===== src/hw/rtl/sac_div.sv =====
// ----------------------------------------------------------------------------
// sac_div: pipelined restoring fraction divider
// floor(n * 2^TimeBits / d) for 0 <= n < d, one quotient bit per stage.
// ----------------------------------------------------------------------------
module sac_div #(
  parameter int unsigned TimeBits = 16,
  parameter int unsigned DenBits  = 24,
  parameter int unsigned TagBits  = 8
) (
  input  logic                clk_i,
  input  logic                en_i,
  input  logic [DenBits-1:0]  n_i,
  input  logic [DenBits-1:0]  d_i,
  input  logic [TagBits-1:0]  tag_i,
  output logic [TimeBits-1:0] q_o,
  output logic [TagBits-1:0]  tag_o
);
  // Partial remainder stays below d, so it fits in DenBits
  logic [DenBits-1:0]  r_q [1:TimeBits-1];
  logic [DenBits-1:0]  d_q [1:TimeBits-1];
  logic [TimeBits-1:0] q_q [1:TimeBits];
  logic [TagBits-1:0]  t_q [1:TimeBits];

  // One shift-subtract step per register stage
  for (genvar i = 0; i < TimeBits; i++) begin : g_step
    logic [DenBits-1:0]  r_in;
    logic [DenBits-1:0]  d_in;
    logic [TimeBits-1:0] q_in;
    logic [TagBits-1:0]  t_in;
    logic [DenBits:0]    sh;
    logic                ge;

    if (i == 0) begin : g_first
      assign r_in = n_i;
      assign d_in = d_i;
      assign q_in = '0;
      assign t_in = tag_i;
    end else begin : g_next
      assign r_in = r_q[i];
      assign d_in = d_q[i];
      assign q_in = q_q[i];
      assign t_in = t_q[i];
    end

    assign sh = {r_in, 1'b0};
    assign ge = (sh >= {1'b0, d_in});

    always_ff @(posedge clk_i) begin
      if (en_i) begin
        q_q[i+1] <= {q_in[TimeBits-2:0], ge};
        t_q[i+1] <= t_in;
      end
    end

    // Remainder and divisor are not needed past the last step
    if (i < TimeBits - 1) begin : g_rem
      always_ff @(posedge clk_i) begin
        if (en_i) begin
          r_q[i+1] <= DenBits'(ge ? sh - {1'b0, d_in} : sh);
          d_q[i+1] <= d_in;
        end
      end
    end
  end

  assign q_o   = q_q[TimeBits];
  assign tag_o = t_q[TimeBits];

endmodule


===== config.mk =====
export PLATFORM = sky130hd
export DESIGN_NAME = sac_div
export DESIGN_NICKNAME = d
export VERILOG_FILES = /design/src/hw/rtl/sac_div.sv
export SDC_FILE = /design/constraint.sdc
export NUM_CORES = 2
export LEC_CHECK = 0
export BUFFER_PORTS_ARGS = -buffer_cell sky130_fd_sc_hd__buf_4
export CAP_MARGIN = 20
export CORE_ASPECT_RATIO = 0.5
export CORE_UTILIZATION = 25
export DETAILED_ROUTE_END_ITERATION = 12
export GPL_ROUTABILITY_DRIVEN = 0
export GPL_TIMING_DRIVEN = 0
export HOLD_SLACK_MARGIN = 0.08
export PLACE_DENSITY = 0.41
export SETUP_SLACK_MARGIN = 0.05
export SLEW_MARGIN = 20
export SYNTH_ARGS = -nofsm -noshare
export SYNTH_HDL_FRONTEND = slang
export SYNTH_SLANG_ARGS = --single-unit

===== constraint.sdc =====
create_clock -name clk_i -period 3.3 [get_ports clk_i]
set_input_delay 0.33 -clock clk_i [delete_from_list [all_inputs] [get_ports clk_i]]
set_output_delay 0.33 -clock clk_i [all_outputs]
set_load 0.01 [all_outputs]

### Yosys cells after proc, flatten, opt, wreduce, memory -nomap -nowiden

Memories as Yosys holds them, arrays and structs flattened.
Index checks and enable logic that the tools add are counted.

| storage, ports and cells | value |
|---|---|
| register bits | 0 |
| bits in writable memories | 1104 |
| input port bits | 58 |
| output and inout port bits | 24 |
| word-level logic and storage cells | 52 |
| memories | 4 |

| cells by class | value |
|---|---|
| add/sub/neg operators | 15 |
| magnitude comparators | 16 |
| multiplexer cells | 17 |

Memories:

| memory | depth | width | rd ports | clocked after memory_dff | wr ports | line | RTL |
|---|---|---|---|---|---|---|---|
| d_q | 15 | 24 | 15 | 0 | 15 | 20 | `logic [DenBits-1:0] d_q [1:TimeBits-1];` |
| r_q | 15 | 24 | 15 | 0 | 15 | 19 | `logic [DenBits-1:0] r_q [1:TimeBits-1];` |
| q_q | 16 | 16 | 16 | 0 | 16 | 21 | `logic [TimeBits-1:0] q_q [1:TimeBits];` |
| t_q | 16 | 8 | 16 | 0 | 16 | 22 | `logic [TagBits-1:0] t_q [1:TimeBits];` |

Operator list:

| cell | count |
|---|---|
| 25-bit by 24-bit greater-or-equal comparator with 1-bit output | 16 |
| 24-bit two-way mux | 15 |
| 24-bit subtractor | 15 |
| 1-bit two-way mux | 2 |

### Longest topological paths before layout

An unclocked memory read counts as a cell.

| logic depth | value |
|---|---|
| depth after elaboration | 3 |
| gate-level depth with buffers | 14 |
| depth with buffers taken out | 11 |

### Worst setup path after synthesis

Ideal clock, no wire load.

| path | value |
|---|---|
| kind | register -> register |
| start point | memory r_q[4][5] |
| end point | memory r_q[5][10] (data pin) |
| setup time | 0.260 ns |
| data arrival time | 2.973 ns |
| data required time | 3.040 ns |
| path slack | 0.067 ns |
| stages on the path, launching flop included | 13 |
| path through | edfxtp_1 ha_1 a211o_1 or2_0 o221a_2 o21ai_2 o211ai_2 a221oi_2 o21ai_1 a211o_1 buf_6 buf_12 mux2_4 |

RTL lines:

| what | line |
|---|---|
| from (decl) | 19 |

==> results.cfg <==
[layout]
nNetsFinal = 5266
area_growth_pct = 20.53
post-route-util_pct = 30.44
final_common_cell = edfxtp_1
final_cell_mix = edfxtp_1, inv_1, ha_1
final_layout_size_suffix_gt1_share_pct = 16.16

[timing]
clock_skew_ps = 31.15
post-route-min-period_ps = 3312
max-slew-margin-rel_pct = 46.43
hold_violations = 0
max_freq_mhz = 302.0
timing.final.ws_setup_ps = -11.62
fin_crit_sh_pct = 100.4
tightest_slew_ps = 796.4
slew_viol_final = 0
fin_setup_tns_ps = -34.24
rsz0062_at_grt = yes
final-setup-viol-count = 5

[synthesis]
syn-cell-area_sq_um = 53320
ys_warn_count = 0
ys.flop_type = edfxtp_1
avgSynthCellArea_sq_um = 11.95
yosysSeqAreaShare_pct = 55.42
async_flop_share_pct = 0
ys_types = 84
synth_cells = 4460
ys_ff_latch = 984
synth.net_count = 4916
synth-edff-count = 984

[critical_path]
required_ps = 3760
critPathLaunchType = flip-flop
arrival_ps = 3770
critical_path_peak_fanout = 7
cp-startpoint = d_q[4][6]
end_kind = flip-flop
crit_type = flip-flop to flip-flop
r2r-start = d_q[4][6]

[die]
initial_utilization_pct = 25.25
io_pins = 82
fp-row-count = 119
die_y_um = 328.6
core_sq_um = 211100
die_area_sq_um = 215200
dieWidth_um = 655.1

[clock_network]
cts_made_buffers = 104
cts.sinks = 984
clkTransAtPathRegs_ps = 60
cts_tree = yes
insertion_delay_ps = 720
cts.htree.levels = 3
root_buffer = clkbuf_16
cts.path.max_buffers = 3

[routing]
dr.pass1.iters = 5
vias_per_cell = 4.416
wirelength_mm = 119.7
antenna_left = 0
wl_per_cell_um = 15.47
vias = 34170
first_iter_violations = 1733
drcViolationCount = 0

[outcome]
outcome = finished, violations left
violations = negative setup slack

[min_path]
hp-start = n_i[0]
hold_class = primary input to flip-flop

[grt]
grt_start_max_net_pins = 118
antenna_found_initial = 1
grt_pass1_vias = 34800
overflow = 0
grtUsageTotal_pct = 10.79
grt_pass1_wl_mm = 186.4

[pwr]
p_leak_uw = 0.02537
ir_drop_v = 0.0004690
power_density_nw_per_um2 = 932.5

[placement]
portBuffers = 81
dp_hpwl_mm = 86.04
dp_slack_ps = -1524

[flow_run]
maxCapViolCount = 0
[final cells by class]
cell class	count	area, sq um
Inverter	472	1772
Sequential cell	984	29550
Clock inverter	66	659.4
Fill cell	21100	146900
Clock buffer	124	2699
Tap cell	2843	3557
Multi-Input combinational cell	2918	22850
Timing Repair Buffer	254	2624
Antenna cell	1	2.502
Buffer	76	555.5
[repair_timing]
| action | 4_1_cts | 5_1_grt |
|---|---|---|
| endpoints found under the hold margin | 93 | 0 |
| cloned | 11 | 1 |
| hold buffers | 58 | 0 |
| pin swaps | 47 | 35 |
| setup buffers | 74 | 25 |
| setup endpoints to repair | 633 | 292 |
| resized for setup | 260 | 113 |
[power by group]
part	internal (uW)	switching, uW	total (uW)
Sequential	18100	1710	19800
Clock	6630	5230	11900
Combinational	13900	14300	28200
[per-stage QoR]
step                total power [uW]  instances  instance area [sq um]  hold WS [ps]
global placement               44490       7384                  57480         400.5
floorplan                      38340       4460                  53320         400.3
detailed placement             44540       7391                  57700         404.5
global route                   64020       7738                  64270         176.4
finish                         59930       7738                  64270         200.4
CTS                            59970       7717                  63640         133.1
[routing by layer]
metal	vias up	track usage, %	wire length [um]
li1	17100	-	-
met1	16190	13.21	53790
met2	620	18.64	56610
met3	261	1.740	3782
met4	0	4.950	5547
met5	-	0	0
[sequential cells by signal, summed over array words and instances (netlist names)]
| name | flops |
|---|---|
| q_q | 136 |
| d_q | 360 |
| r_q | 360 |
| t_q | 128 |
[critical path, stage by stage, from the launching register on]
cell,delay [ps]
edfxtp_1,400
inv_2,100
ha_4,200
a211o_1,260
or2_0,210
o221a_2,280
o21ai_4,230
o211ai_2,120
a221oi_2,260
o21ai_1,80
a211o_1,280
buf_8,160
clkbuf_16,170
mux2_4,290
[Yosys cell counts, types with 54 or more instances]
| master | number | area share (%) |
|---|---|---|
| a21o_1 | 149 | 2.1 |
| a21oi_1 | 342 | 3.2 |
| clkbuf_1 | 63 | 0.44 |
| edfxtp_1 | 984 | 55 |
| ha_1 | 383 | 9.0 |
| inv_1 | 472 | 3.3 |
| mux2_2 | 213 | 4.5 |
| nand2_1 | 208 | 1.5 |
| nand2b_1 | 57 | 0.67 |
| nand3_1 | 73 | 0.69 |
| nor2_1 | 283 | 2.0 |
| nor2b_1 | 54 | 0.63 |
| nor3_1 | 58 | 0.54 |
| o21ai_0 | 232 | 2.2 |
| xnor2_1 | 168 | 2.8 |
| xor2_1 | 121 | 2.0 |
[path summary, 6_finish.rpt]
kind / endpoint / depth (start not counted) / slack, ps
max reg2reg: r_q[5][12] / 13 / -10
min: r_q[1][1] / 4 / 200
max: r_q[5][12] / 13 / -10
min reg2reg: t_q[3][12] / 0 / 410
[logic make-up (layout without fill, tap and decap cells)]
group,count (synthesis),after routing,synth area share [%]
compound gates,1053,1053,12.39
flops,984,984,55.42
simple gates,933,933,8.528
buf+inv,558,992,4.109
fa+ha+maj,398,398,9.551
xor+xnor,289,289,4.747
mux,245,245,5.259
other cells,0,1,0
No activity file was read; power rests on OpenSTA's default activity.
