`config.mk`:
```
export PLATFORM = sky130hd
export DESIGN_NAME = sac_axis
export DESIGN_NICKNAME = d
export VERILOG_FILES = /design/src/hw/rtl/sac_pkg.sv /design/src/hw/rtl/sac_axis.sv
export SDC_FILE = /design/constraint.sdc
export NUM_CORES = 1
export LEC_CHECK = 0
export CORE_MARGIN = 1
export CORE_UTILIZATION = 42
export DETAILED_ROUTE_END_ITERATION = 7
export DONT_BUFFER_PORTS = 1
export SYNTH_ARGS = -nofsm -noshare
export SYNTH_HDL_FRONTEND = slang
export SYNTH_SLANG_ARGS = --single-unit
```
`constraint.sdc`:
```
create_clock -name vclk -period 14.9
set_input_delay 2.235 -clock vclk [all_inputs]
set_output_delay 2.235 -clock vclk [all_outputs]
set_load 0.1 [all_outputs]
```
`src/hw/rtl/sac_pkg.sv`:
```
// ----------------------------------------------------------------------------
// sac_pkg: shared types for the swept box collision pipeline
// Holds the per-axis record passed from the setup stage to the decision stage.
// ----------------------------------------------------------------------------
package sac_pkg;

  // Width of one signed coordinate and of the gap numerators
  localparam int unsigned CoordBits = 24;
  localparam int unsigned GapBits   = CoordBits + 2;

  // Per-axis setup result
  typedef struct packed {
    logic                        ok;      // axis allows a collision
    logic                        moving;  // velocity nonzero
    logic                        vpos;    // velocity positive
    logic signed [GapBits-1:0]   ne;      // entry numerator
    logic signed [GapBits-1:0]   nx;      // exit numerator
    logic [CoordBits-1:0]        den;     // |velocity|, or 1 when at rest
  } sac_axis_t;

endpackage

```
`src/hw/rtl/sac_axis.sv`:
```
// ----------------------------------------------------------------------------
// sac_axis: per-axis gap setup
// Forms entry / exit numerators and |v| for one axis, purely combinational.
// ----------------------------------------------------------------------------
module sac_axis (
  input  logic signed [sac_pkg::CoordBits-1:0] a_i,
  input  logic        [sac_pkg::CoordBits-2:0] aw_i,
  input  logic signed [sac_pkg::CoordBits-1:0] b_i,
  input  logic        [sac_pkg::CoordBits-2:0] bw_i,
  input  logic signed [sac_pkg::CoordBits-1:0] v_i,
  output sac_pkg::sac_axis_t                   axis_o
);
  import sac_pkg::*;

  logic signed [GapBits-1:0] a, b, aw, bw, v, a_end, b_end;

  assign a     = GapBits'(a_i);
  assign b     = GapBits'(b_i);
  assign aw    = GapBits'({1'b0, aw_i});
  assign bw    = GapBits'({1'b0, bw_i});
  assign v     = GapBits'(v_i);
  assign a_end = a + aw;
  assign b_end = b + bw;

  always_comb begin
    axis_o.moving = (v_i != '0);
    axis_o.vpos   = !v_i[CoordBits-1] && (v_i != '0);
    axis_o.ok     = 1'b1;
    axis_o.ne     = '0;
    axis_o.nx     = '0;
    axis_o.den    = CoordBits'(1);
    if (v_i == '0) begin
      if ((a_end < b) || (b_end < a)) axis_o.ok = 1'b0;
    end else if (!v_i[CoordBits-1]) begin
      axis_o.ne  = b - a_end;
      axis_o.nx  = b_end - a;
      axis_o.den = v_i;
    end else begin
      axis_o.ne  = a - b_end;
      axis_o.nx  = a_end - b;
      axis_o.den = CoordBits'(-v);
    end
  end

endmodule

```
== Yosys cells after proc, flatten, opt, wreduce, memory -nomap -nowiden ==
Cells that the tools add are included.
Word-level totals
  bits in registers: 0
  input port bits: 118
  output and inout bits: 79
  word-level logic and storage cells: 18
Operators by class
  add/sub/neg operators: 7
  order comparisons: 2
  multiplexer cells: 4
  reductions and logical operators: 5
Operators by type and width (number)
  $mux 76: 2
  $sub 24x25->26: 2
  $sub 25x24->26: 2
  $add 24x24->25: 2
  $lt 25x24->1: 2
  $logic_not 24->1: 1
  $neg 24->24: 1
  $reduce_bool 24->1: 1
  $mux 1: 2
  $logic_and 1x1->1: 1
  $logic_not 1->1: 1
  $logic_or 1x1->1: 1

== Depth between registers and ports, before layout ==
Gate-level depths: netlist of the first run.
  depth after elaboration: 5
  mapped depth: 21
  gate-level depth less buffers: 21

== Worst setup path before layout of the first run ==
OpenSTA, ideal clock, no wires.
  kind: input -> output
  from: input b_i[0] in the netlist's numbering
  to: output axis_o[49] in the netlist's numbering
  arrival: 7.763 ns
  data required time: 12.665 ns
  path slack: 4.902 ns
  cell stages on the path: 18
  buffers on the path: 1
  path through: ha_1 -> fa_1 -> a21o_1 -> a21oi_1 -> o21a_1 -> nor2_1 -> o21a_1 -> nor2_1 -> xnor2_1 -> ha_1 -> clkbuf_1 -> and3_1 -> a211oi_1 -> o21ai_0 -> a31oi_1 -> o21ai_0 -> and3b_1 -> o21ai_0
RTL lines
  from (decl): RTL line sac_axis.sv:8  | input logic signed [sac_pkg::CoordBits-1:0] b_i,
  to (decl): RTL line sac_axis.sv:11  | output sac_pkg::sac_axis_t axis_o

==> flow_metrics.tcl, run 1 <==
set metrics [dict create \
    layout_commonest_cell "ha_1" \
    power.density_mw_per_mm2 151 \
    postSynthCellCount 1203 \
    min_from "v_i[23]" \
    regArea_um2 0 \
    routed_wl_mm 27.8 \
    via_count 8584 \
    core_mm2 0.0189 \
    hold_end "axis_o[1]" \
    synthesis.area_mm2 0.00817 \
    critPathCaptureType "primary output" \
    place_congestion 0.942 \
    pin_count 197 \
    ir_drop_mv 0.0626 \
    ant_nets 0 \
    tightestPinTransition_ns 1.26 \
    die_height_um 141 \
    critPathKind "in -> out" \
    slew_violations 0 \
    dpl.hpwl_mm 23.6 \
    use_met2_pct 46.4 \
    syn-num-nets 1474 \
    gr-usage-all-layers_pct 26.6 \
    synthToLayoutAreaGrowth_pct 9.33 \
    finalCritPeriodShare_pct 67.2 \
    port_buffers 0 \
    via_per_inst 6.03 \
    drc 0 \
    setup_tns_ns 0 \
    hold_viol 0 \
    power_mw 1.35 \
    grt.busiest_layer "met2" \
    slowest_delay_ns 0.91 \
    critPathArrivalTime_ns 7.78 \
    slew_headroom_pct 15.7 \
    diodes 0 \
    cap_violations 0 \
    path_cells "ha_1 > fa_1 > a21oi_1 > o2111a_1 > a31oi_1 > nor2b_1 > nor2_1 > xnor2_1 > ha_1 > inv_1 > o31ai_1 > or4_1 > o221ai_1 > o21ai_0 > o41ai_1 > o21ai_0 > xnor2_1 > o22ai_2" \
    cp_data_required_time_ns 12.66 \
    globalRouteOverflowTotal 0 \
    power_frac_seq_pct 0 \
    wire_per_inst_um 19.5 \
    syn_area_per_cell_um2 6.79 \
    grtUsageMet1_pct 34.9 \
    design.seq.count 0 \
    grt_max_degree 47 \
    yosysWarnings 0 \
    post-cts-setup-buffer-count 0 \
    drt-initial-drc-count 636 \
    hold_class "in -> out" \
    p_sw_share_pct 74.3 \
    hold_buffers 0 \
    leakage_nw 4.27 \
    final_cell_mix "ha_1 (147), inv_1 (134), a21oi_1 (114)" \
    fillers 1947 \
    final_area_mm2 0.00893 \
    yosysSeqAreaShare_pct 0 \
    hold_depth 1 \
    nNetsFinal 1437 \
    rsz0062_at_grt "no" \
    clkbuf_count 0 \
    cp_max_fo 9 \
    p_sw_mw 1.00 \
    fin_crit_ns 10.01 \
    crit_path_top_delay_cell "o22ai_2" \
    status "complete, no violations" \
    setup.worst_path.start_class "primary input" \
    clockPowerShare_pct 0 \
    grt_first_pass_wirelength_mm 42.7 \
    antenna_found_initial 0 \
    grt_pass1_vias 7973 \
    path_buf_inv 1 \
    synth.distinct_cells 63 \
    met3_usage_pct 4.52 \
    internal_power_mw 0.347 \
    initial_core_util_pct 43.2 \
    ctsResizeCount 0 \
    rows 50 \
    postPlaceCellArea_mm2 0.00893 \
    die_w_um 141 \
    max_freq_mhz 99.9 \
    dieArea_mm2 0.0200 \
    hold_slack_ns 4.72 \
    multiInputGateArea_mm2 0.00793 \
    setup_viol 0 \
    drtPass1Iterations 5 \
    pwr-share-comb_pct 100.0 \
    path_delay_family "compound AO/OA/AOI/OAI gates" \
    drive_above_1_share_pct 8.59 \
]
[through the flow]
stage,utilization (%),setup slack (ns),cells
2_1_floorplan,-,4.90,1203
3_3_place_gp,47.3,5.03,1424
3_5_place_dp,47.3,4.98,1424
4_1_cts,47.3,4.96,1424
5_1_grt,47.3,4.59,1424
6_report,47.3,4.89,1424
[layout make-up]
cell class | count | area share [%]
inverters | 136 | 5.74
multi-input cells | 1012 | 88.8
well taps | 260 | 3.64
repair buffers | 16 | 1.79
[how the worst max path moves through the flow]
stage,depth (start not counted),endpoint,from,slack [ns]
floorplan,18,axis_o[49],b_i[0],4.90
CTS,18,axis_o[47],a_i[0],4.96
global route,16,axis_o[74],b_i[6],4.59
detailed placement,18,axis_o[47],a_i[0],4.98
finish,18,axis_o[47],a_i[0],4.89
global placement,16,axis_o[74],b_i[6],5.03
[power by group through the flow]
stage                     Combinational [mW]  Sequential (mW)  Clock [mW]
final                                   1.35                0           0
after global routing                    1.43                0           0
after CTS                               1.34                0           0
after detailed placement                1.34                0           0
after global placement                  1.33                0           0
after floorplan                         1.08                0           0
[Yosys cell counts, types with 3 or more instances]
cell      number  share of area, %
a221o_1        5              0.61
a211oi_1      13               1.2
or2_2          5              0.38
buf_2          6              0.37
fa_1           6               1.5
nor3b_1        3              0.28
o41ai_1        9              0.96
a311oi_1       3              0.32
ha_1         147                23
a32oi_1        3              0.32
and2_1         5              0.38
o311ai_0       3              0.32
nor3_1        18               1.1
o21ai_0       77               4.7
a21o_1        56               5.1
nand2_1       67               3.1
or3_1         10              0.77
nor2_1        71               3.3
nand2b_1      19               1.5
o211ai_1       3              0.28
buf_1          3              0.14
inv_1        134               6.2
a21oi_1      117               7.2
and3_1         4              0.31
nand3_1       20               1.2
a31oi_1       15               1.1
o221ai_1       5              0.54
o31ai_1       24               2.2
nand4_1       16               1.2
clkbuf_1      46               2.1
o31a_1         5              0.54
o21a_1        18               1.7
o21bai_1      20               1.8
xor2_1        52               5.6
a221oi_1       7              0.75
xnor2_1       91               9.8
nor2b_1       20               1.5
or4_1          8              0.74
a21boi_0       5              0.46
o22ai_1       35               2.7
[logic make-up (layout without fill, tap and decap cells)]
logic type               Yosys count  count (layout)  synth area share (%)
AO/OA/AOI/OAI                    440             440                  34.8
adder cells (fa/ha/maj)          153             153                  24.0
buffers and inverters            191             152                  8.90
XOR/XNOR                         143             143                  15.3
multiplexers                       1               1                 0.123
AND/OR/NAND/NOR                  275             275                  16.9
[layer usage]
metal  part of all wire, %  vias to the layer above  routed length, um
li1                      -                     4230                  -
met1                    44                     3989              12200
met2                    46                      334              12800
met3                   8.1                       31               2260
met4                   1.8                        0                496
met5                     0                        -                  0
No activity file was read; power rests on OpenSTA's default activity.
==> run 2, diff against run 1 <==
- clock period: 14.9 -> 8.5 ns (I/O delays scaled with it)
==> run 2 against run 1 <==
Combinational power increased by 80%. Sequential share of layout area unchanged. Setup slack worse by 4.0 ns. Total power increased by 80%. Sequential cell count stayed put. Cell count increased by 1.5%. Critical endpoint unchanged.
==> flow_metrics.tcl, run 2 (same netlist as run 1, synthesis figures left out) <==
set metrics [dict create \
    grt_max_degree 47 \
    post-cts-setup-buffer-count 0 \
    clkbuf_count 0 \
    path_cells "ha_1 > fa_1 > a21oi_1 > o2111a_1 > a31oi_1 > nor2b_1 > nor2_1 > xnor2_1 > ha_1 > inv_1 > o31ai_1 > or4_1 > o221ai_1 > o21ai_0 > o41ai_1 > o21ai_0 > xnor2_1 > o22ai_2 > buf_4" \
    internal_power_mw 0.658 \
    grt_pass1_vias 8130 \
    final_cell_mix "ha_1 (147), inv_1 (134), a21oi_1 (114)" \
    initial_core_util_pct 43.2 \
    slew_headroom_pct 15.0 \
    hold_class "in -> out" \
    drc 0 \
    pin_count 197 \
    via_count 8601 \
    diodes 0 \
    setup.worst_path.start_class "primary input" \
    setup_viol 0 \
    dp_worst_setup_slack_ns 0.958 \
    max_freq_mhz 131 \
    hold_viol 0 \
    finalCritPeriodShare_pct 89.6 \
    leakage_nw 4.38 \
    die_height_um 141 \
    postPlaceCellArea_mm2 0.00909 \
    grt_first_pass_wirelength_mm 43.8 \
    antenna_found_initial 0 \
    drtPass1Iterations 5 \
    drive_above_1_share_pct 10.2 \
    path_delay_family "compound AO/OA/AOI/OAI gates" \
    min_from "v_i[23]" \
    ctsResizeCount 0 \
    power.density_mw_per_mm2 267 \
    nNetsFinal 1458 \
    gr-usage-all-layers_pct 27.3 \
    place_congestion 0.893 \
    layout_commonest_cell "ha_1" \
    cp_max_fo 9 \
    power_mw 2.43 \
    via_per_inst 5.95 \
    dpl.hpwl_mm 23.9 \
    hold_buffers 0 \
    pwr-share-comb_pct 100.0 \
    port_buffers 0 \
    critPathArrivalTime_ns 6.34 \
    power_frac_seq_pct 0 \
    ant_nets 0 \
    crit_path_top_delay_cell "o41ai_1" \
    fillers 1993 \
    final_area_mm2 0.00909 \
    regArea_um2 0 \
    rows 50 \
    routed_wl_mm 28.1 \
    path_buf_inv 2 \
    wire_per_inst_um 19.4 \
    hold_end "axis_o[1]" \
    globalRouteOverflowTotal 0 \
    dieArea_mm2 0.0200 \
    tightestPinTransition_ns 1.27 \
    dp.cells 1445 \
    slew_violations 0 \
    stdcell_count 1445 \
    critPathKind "in -> out" \
    rsz0062_at_grt "no" \
    drt-initial-drc-count 501 \
    critPathCaptureType "primary output" \
    p_sw_mw 1.77 \
    p_sw_share_pct 72.9 \
    status "complete, no violations" \
    clockPowerShare_pct 0 \
    synthToLayoutAreaGrowth_pct 11.3 \
    core_mm2 0.0189 \
    cap_violations 0 \
    slowest_delay_ns 0.57 \
    design.seq.count 0 \
    ir_drop_mv 0.106 \
    cp_data_required_time_ns 7.22 \
    fin_ws_ns 0.883 \
    hold_depth 1 \
    die_w_um 141 \
    fin_crit_ns 7.62 \
    setup_tns_ns 0 \
]
==> run 2: worst max-delay path by stage <==
stage | slack (ns) | endpoint | startpoint | cells past startpoint
4_1_cts | 0.94 | axis_o[47] | a_i[0] | 19
6_report | 0.88 | axis_o[47] | a_i[0] | 19
3_3_place_gp | 1.02 | axis_o[47] | a_i[0] | 19
2_1_floorplan | 0.42 | axis_o[49] | b_i[0] | 18
5_1_grt | 0.53 | axis_o[47] | a_i[0] | 19
3_5_place_dp | 0.96 | axis_o[47] | a_i[0] | 19
==> run 2: routing by layer <==
metal | track usage, % | vias to the layer above | wire length [um]
met5 | 0 | - | 0
met4 | 3.79 | 0 | 386
met3 | 3.88 | 25 | 2120
met1 | 36.1 | 4001 | 12500
li1 | - | 4271 | -
met2 | 48.0 | 304 | 13100
==> run 2: cell type report <==
cell class,count,area (um^2),share of cell area [%]
Timing Repair Buffer,37,318,3.50
Multi-Input combinational cell,1012,7930,87.3
Tap cell,260,325,3.58
Inverter,136,513,5.64
==> run 2: stage by stage <==
| stage | util [%] | hold WS (ns) |
|---|---|---|
| floorplan | - | 2.97 |
| global placement | 48.1 | 2.79 |
| detailed placement | 48.1 | 2.79 |
| CTS | 48.1 | 2.79 |
| global route | 48.1 | 2.79 |
| finish | 48.1 | 2.79 |
==> run 2: power by group through the flow <==
stage               clock, mW  sequential (mW)  combinational, mW
global placement            0                0               2.40
CTS                         0                0               2.42
finish                      0                0               2.43
detailed placement          0                0               2.41
global route                0                0               2.57
floorplan                   0                0               1.89
==> run 3, diff against run 2 <==
- ABC_AREA: default -> 1
==> run 3 against run 2 <==
Final area grew 25%. Largest power group unchanged. Setup slack gained 0.57 ns. Global-route usage grew 7.9 points. Highest routed layer unchanged. Critical path depth grew 4.
==> flow_metrics.tcl, run 3 <==
set metrics [dict create \
    pin_count 197 \
    drt-initial-drc-count 1168 \
    post-cts-setup-buffer-count 0 \
    initial_core_util_pct 43.2 \
    dpl.hpwl_mm 42.5 \
    fin_ws_ns 1.45 \
    power_mw 2.43 \
    setup_tns_ns 0 \
    dp_worst_setup_slack_ns 1.53 \
    layout_commonest_cell "nand2_1" \
    internal_power_mw 0.523 \
    hold_viol 0 \
    tightestPinTransition_ns 1.23 \
    grt_max_degree 67 \
    leakage_nw 6.71 \
    synthToLayoutAreaGrowth_pct 3.65 \
    design.seq.count 0 \
    regArea_um2 0 \
    final_util_pct 44.7 \
    finalCritPeriodShare_pct 83.0 \
    yosysWarnings 0 \
    place_congestion 1.03 \
    setup_viol 0 \
    globalRouteOverflowTotal 0 \
    power.density_mw_per_mm2 214 \
    p_sw_share_pct 78.5 \
    drive_above_1_share_pct 3.01 \
    status "complete, no violations" \
    rsz0062_at_grt "no" \
    critPathKind "in -> out" \
    startpoint "b_i[0]" \
    yosysMostFrequentCell "nand2_1" \
    gr-usage-all-layers_pct 35.2 \
    power_frac_seq_pct 0 \
    synthesis.area_mm2 0.0110 \
    hold_buffers 0 \
    core_mm2 0.0254 \
    clkbuf_count 0 \
    synthTopCellsByArea "nand2_1 (25%), ha_1 (17%), inv_1 (14%)" \
    routed_wl_mm 48.0 \
    via_per_inst 5.42 \
    fillers 2952 \
    critPathArrivalTime_ns 5.78 \
    crit_end "axis_o[73]" \
    cp_max_fo 8 \
    path_delay_family "simple AND/OR/NAND/NOR gates" \
    synth.top_cells.by_count "nand2_1 (726), inv_1 (411), nor2_1 (213)" \
    p_sw_mw 1.91 \
    drtPass1Iterations 5 \
    hold_class "in -> out" \
    grt_first_pass_wirelength_mm 71.3 \
    ctsResizeCount 0 \
    slew_violations 0 \
    path_cells "ha_1 > fa_1 > nand2_1 > nand2_1 > o21ai_0 > o21ai_2 > nand2_1 > nand2_1 > a21oi_1 > inv_1 > nand2_1 > nand2_1 > ha_1 > nand2_1 > nor2_1 > nand2_1 > nor2_1 > nand2_1 > nand3_1 > nand2_1 > nand3_1 > nand2_1 > nor2_2" \
    antenna_found_initial 1 \
    diodes 0 \
    via_count 13337 \
    nNetsFinal 2402 \
    rows 58 \
    setup.worst_path.start_class "primary input" \
    syn-num-nets 2437 \
    die_height_um 164 \
    hold_slack_ns 2.74 \
    worstSetupPathDepth 23 \
    slew_headroom_pct 17.9 \
    synth.distinct_cells 50 \
    dieArea_mm2 0.0268 \
    ant_nets 0 \
    cp_data_required_time_ns 7.22 \
    yosysSeqAreaShare_pct 0 \
    final_cell_mix "nand2_1 (726), inv_1 (411), nor2_1 (191)" \
    synth_area_leader_cell "nand2_1" \
    pwr-share-comb_pct 100.0 \
    critPathCaptureType "primary output" \
    port_buffers 0 \
    crit_path_top_delay_cell "nor2_2" \
    cap_violations 0 \
    path_buf_inv 1 \
    fin_crit_ns 7.05 \
    clockPowerShare_pct 0 \
    postSynthCellCount 2166 \
    wire_per_inst_um 19.5 \
    die_w_um 164 \
    critPathMostFrequentCell "nand2_1" \
    max_freq_mhz 142 \
    ir_drop_mv 0.219 \
    synth_top_area_share_pct 24.9 \
    syn_area_per_cell_um2 5.06 \
    grt_pass1_vias 12357 \
    slowest_delay_ns 0.82 \
    drc 0 \
]
-- run 3: cell types whose count changed after synthesis, moves of 33 or more --
cell / change
nand2_1: +659
inv_1: +277
nor2_1: +142
nand3_1: +111
xnor2_1: -65
a21oi_1: +59
a21o_1: -54
clkbuf_1: -36
o22ai_1: -33
-- run 3: layer usage --
layer	vias up	global-route usage, %	wire [um]
met3	75	6.37	4400
met1	6051	44.7	19800
met2	519	59.5	21800
met5	-	0	0
li1	6692	-	-
met4	0	11.8	1890
-- run 3: how the worst min path moves through the flow --
| stage | slack [ns] | start | cells after the start | end |
|---|---|---|---|---|
| final | 2.74 | v_i[23] | 1 | axis_o[54] |
| after CTS | 2.74 | v_i[23] | 1 | axis_o[54] |
| after floorplan | 2.93 | v_i[23] | 4 | axis_o[76] |
| after global placement | 2.74 | v_i[23] | 1 | axis_o[54] |
| after global routing | 2.74 | v_i[23] | 1 | axis_o[54] |
| after detailed placement | 2.74 | v_i[23] | 1 | axis_o[54] |
-- run 3: area by class of cell --
cell class,count,area (um^2),area share [%]
inverter,414,1560,13.7
multi-input combinational,1707,9320,82.0
tap,330,413,3.63
timing repair buffer,8,77.6,0.683
-- run 3: power groups by stage --
stage          logic, mW  registers, mW  clock network [mW]
5_1_grt             2.61              0                   0
2_1_floorplan       1.89              0                   0
3_3_place_gp        2.39              0                   0
3_5_place_dp        2.40              0                   0
4_1_cts             2.40              0                   0
6_report            2.43              0                   0
-- run 3: through the flow --
stage          instance area [um^2]  std cells
2_1_floorplan                 11000       2166
3_3_place_gp                  11400       2459
3_5_place_dp                  11400       2459
4_1_cts                       11400       2459
5_1_grt                       11400       2459
6_report                      11400       2459
-- run 3: kinds of logic (layout without fill, tap and decap cells) --
family	Yosys count	after routing	share of synthesized area, %
buffers and inverters	459	422	16.2
and+or+nand+nor	1154	1154	43.5
xor gates and xnor gates	84	84	6.71
AOI/OAI and AO/OA	316	316	15.7
adders and majority gates	153	153	17.9
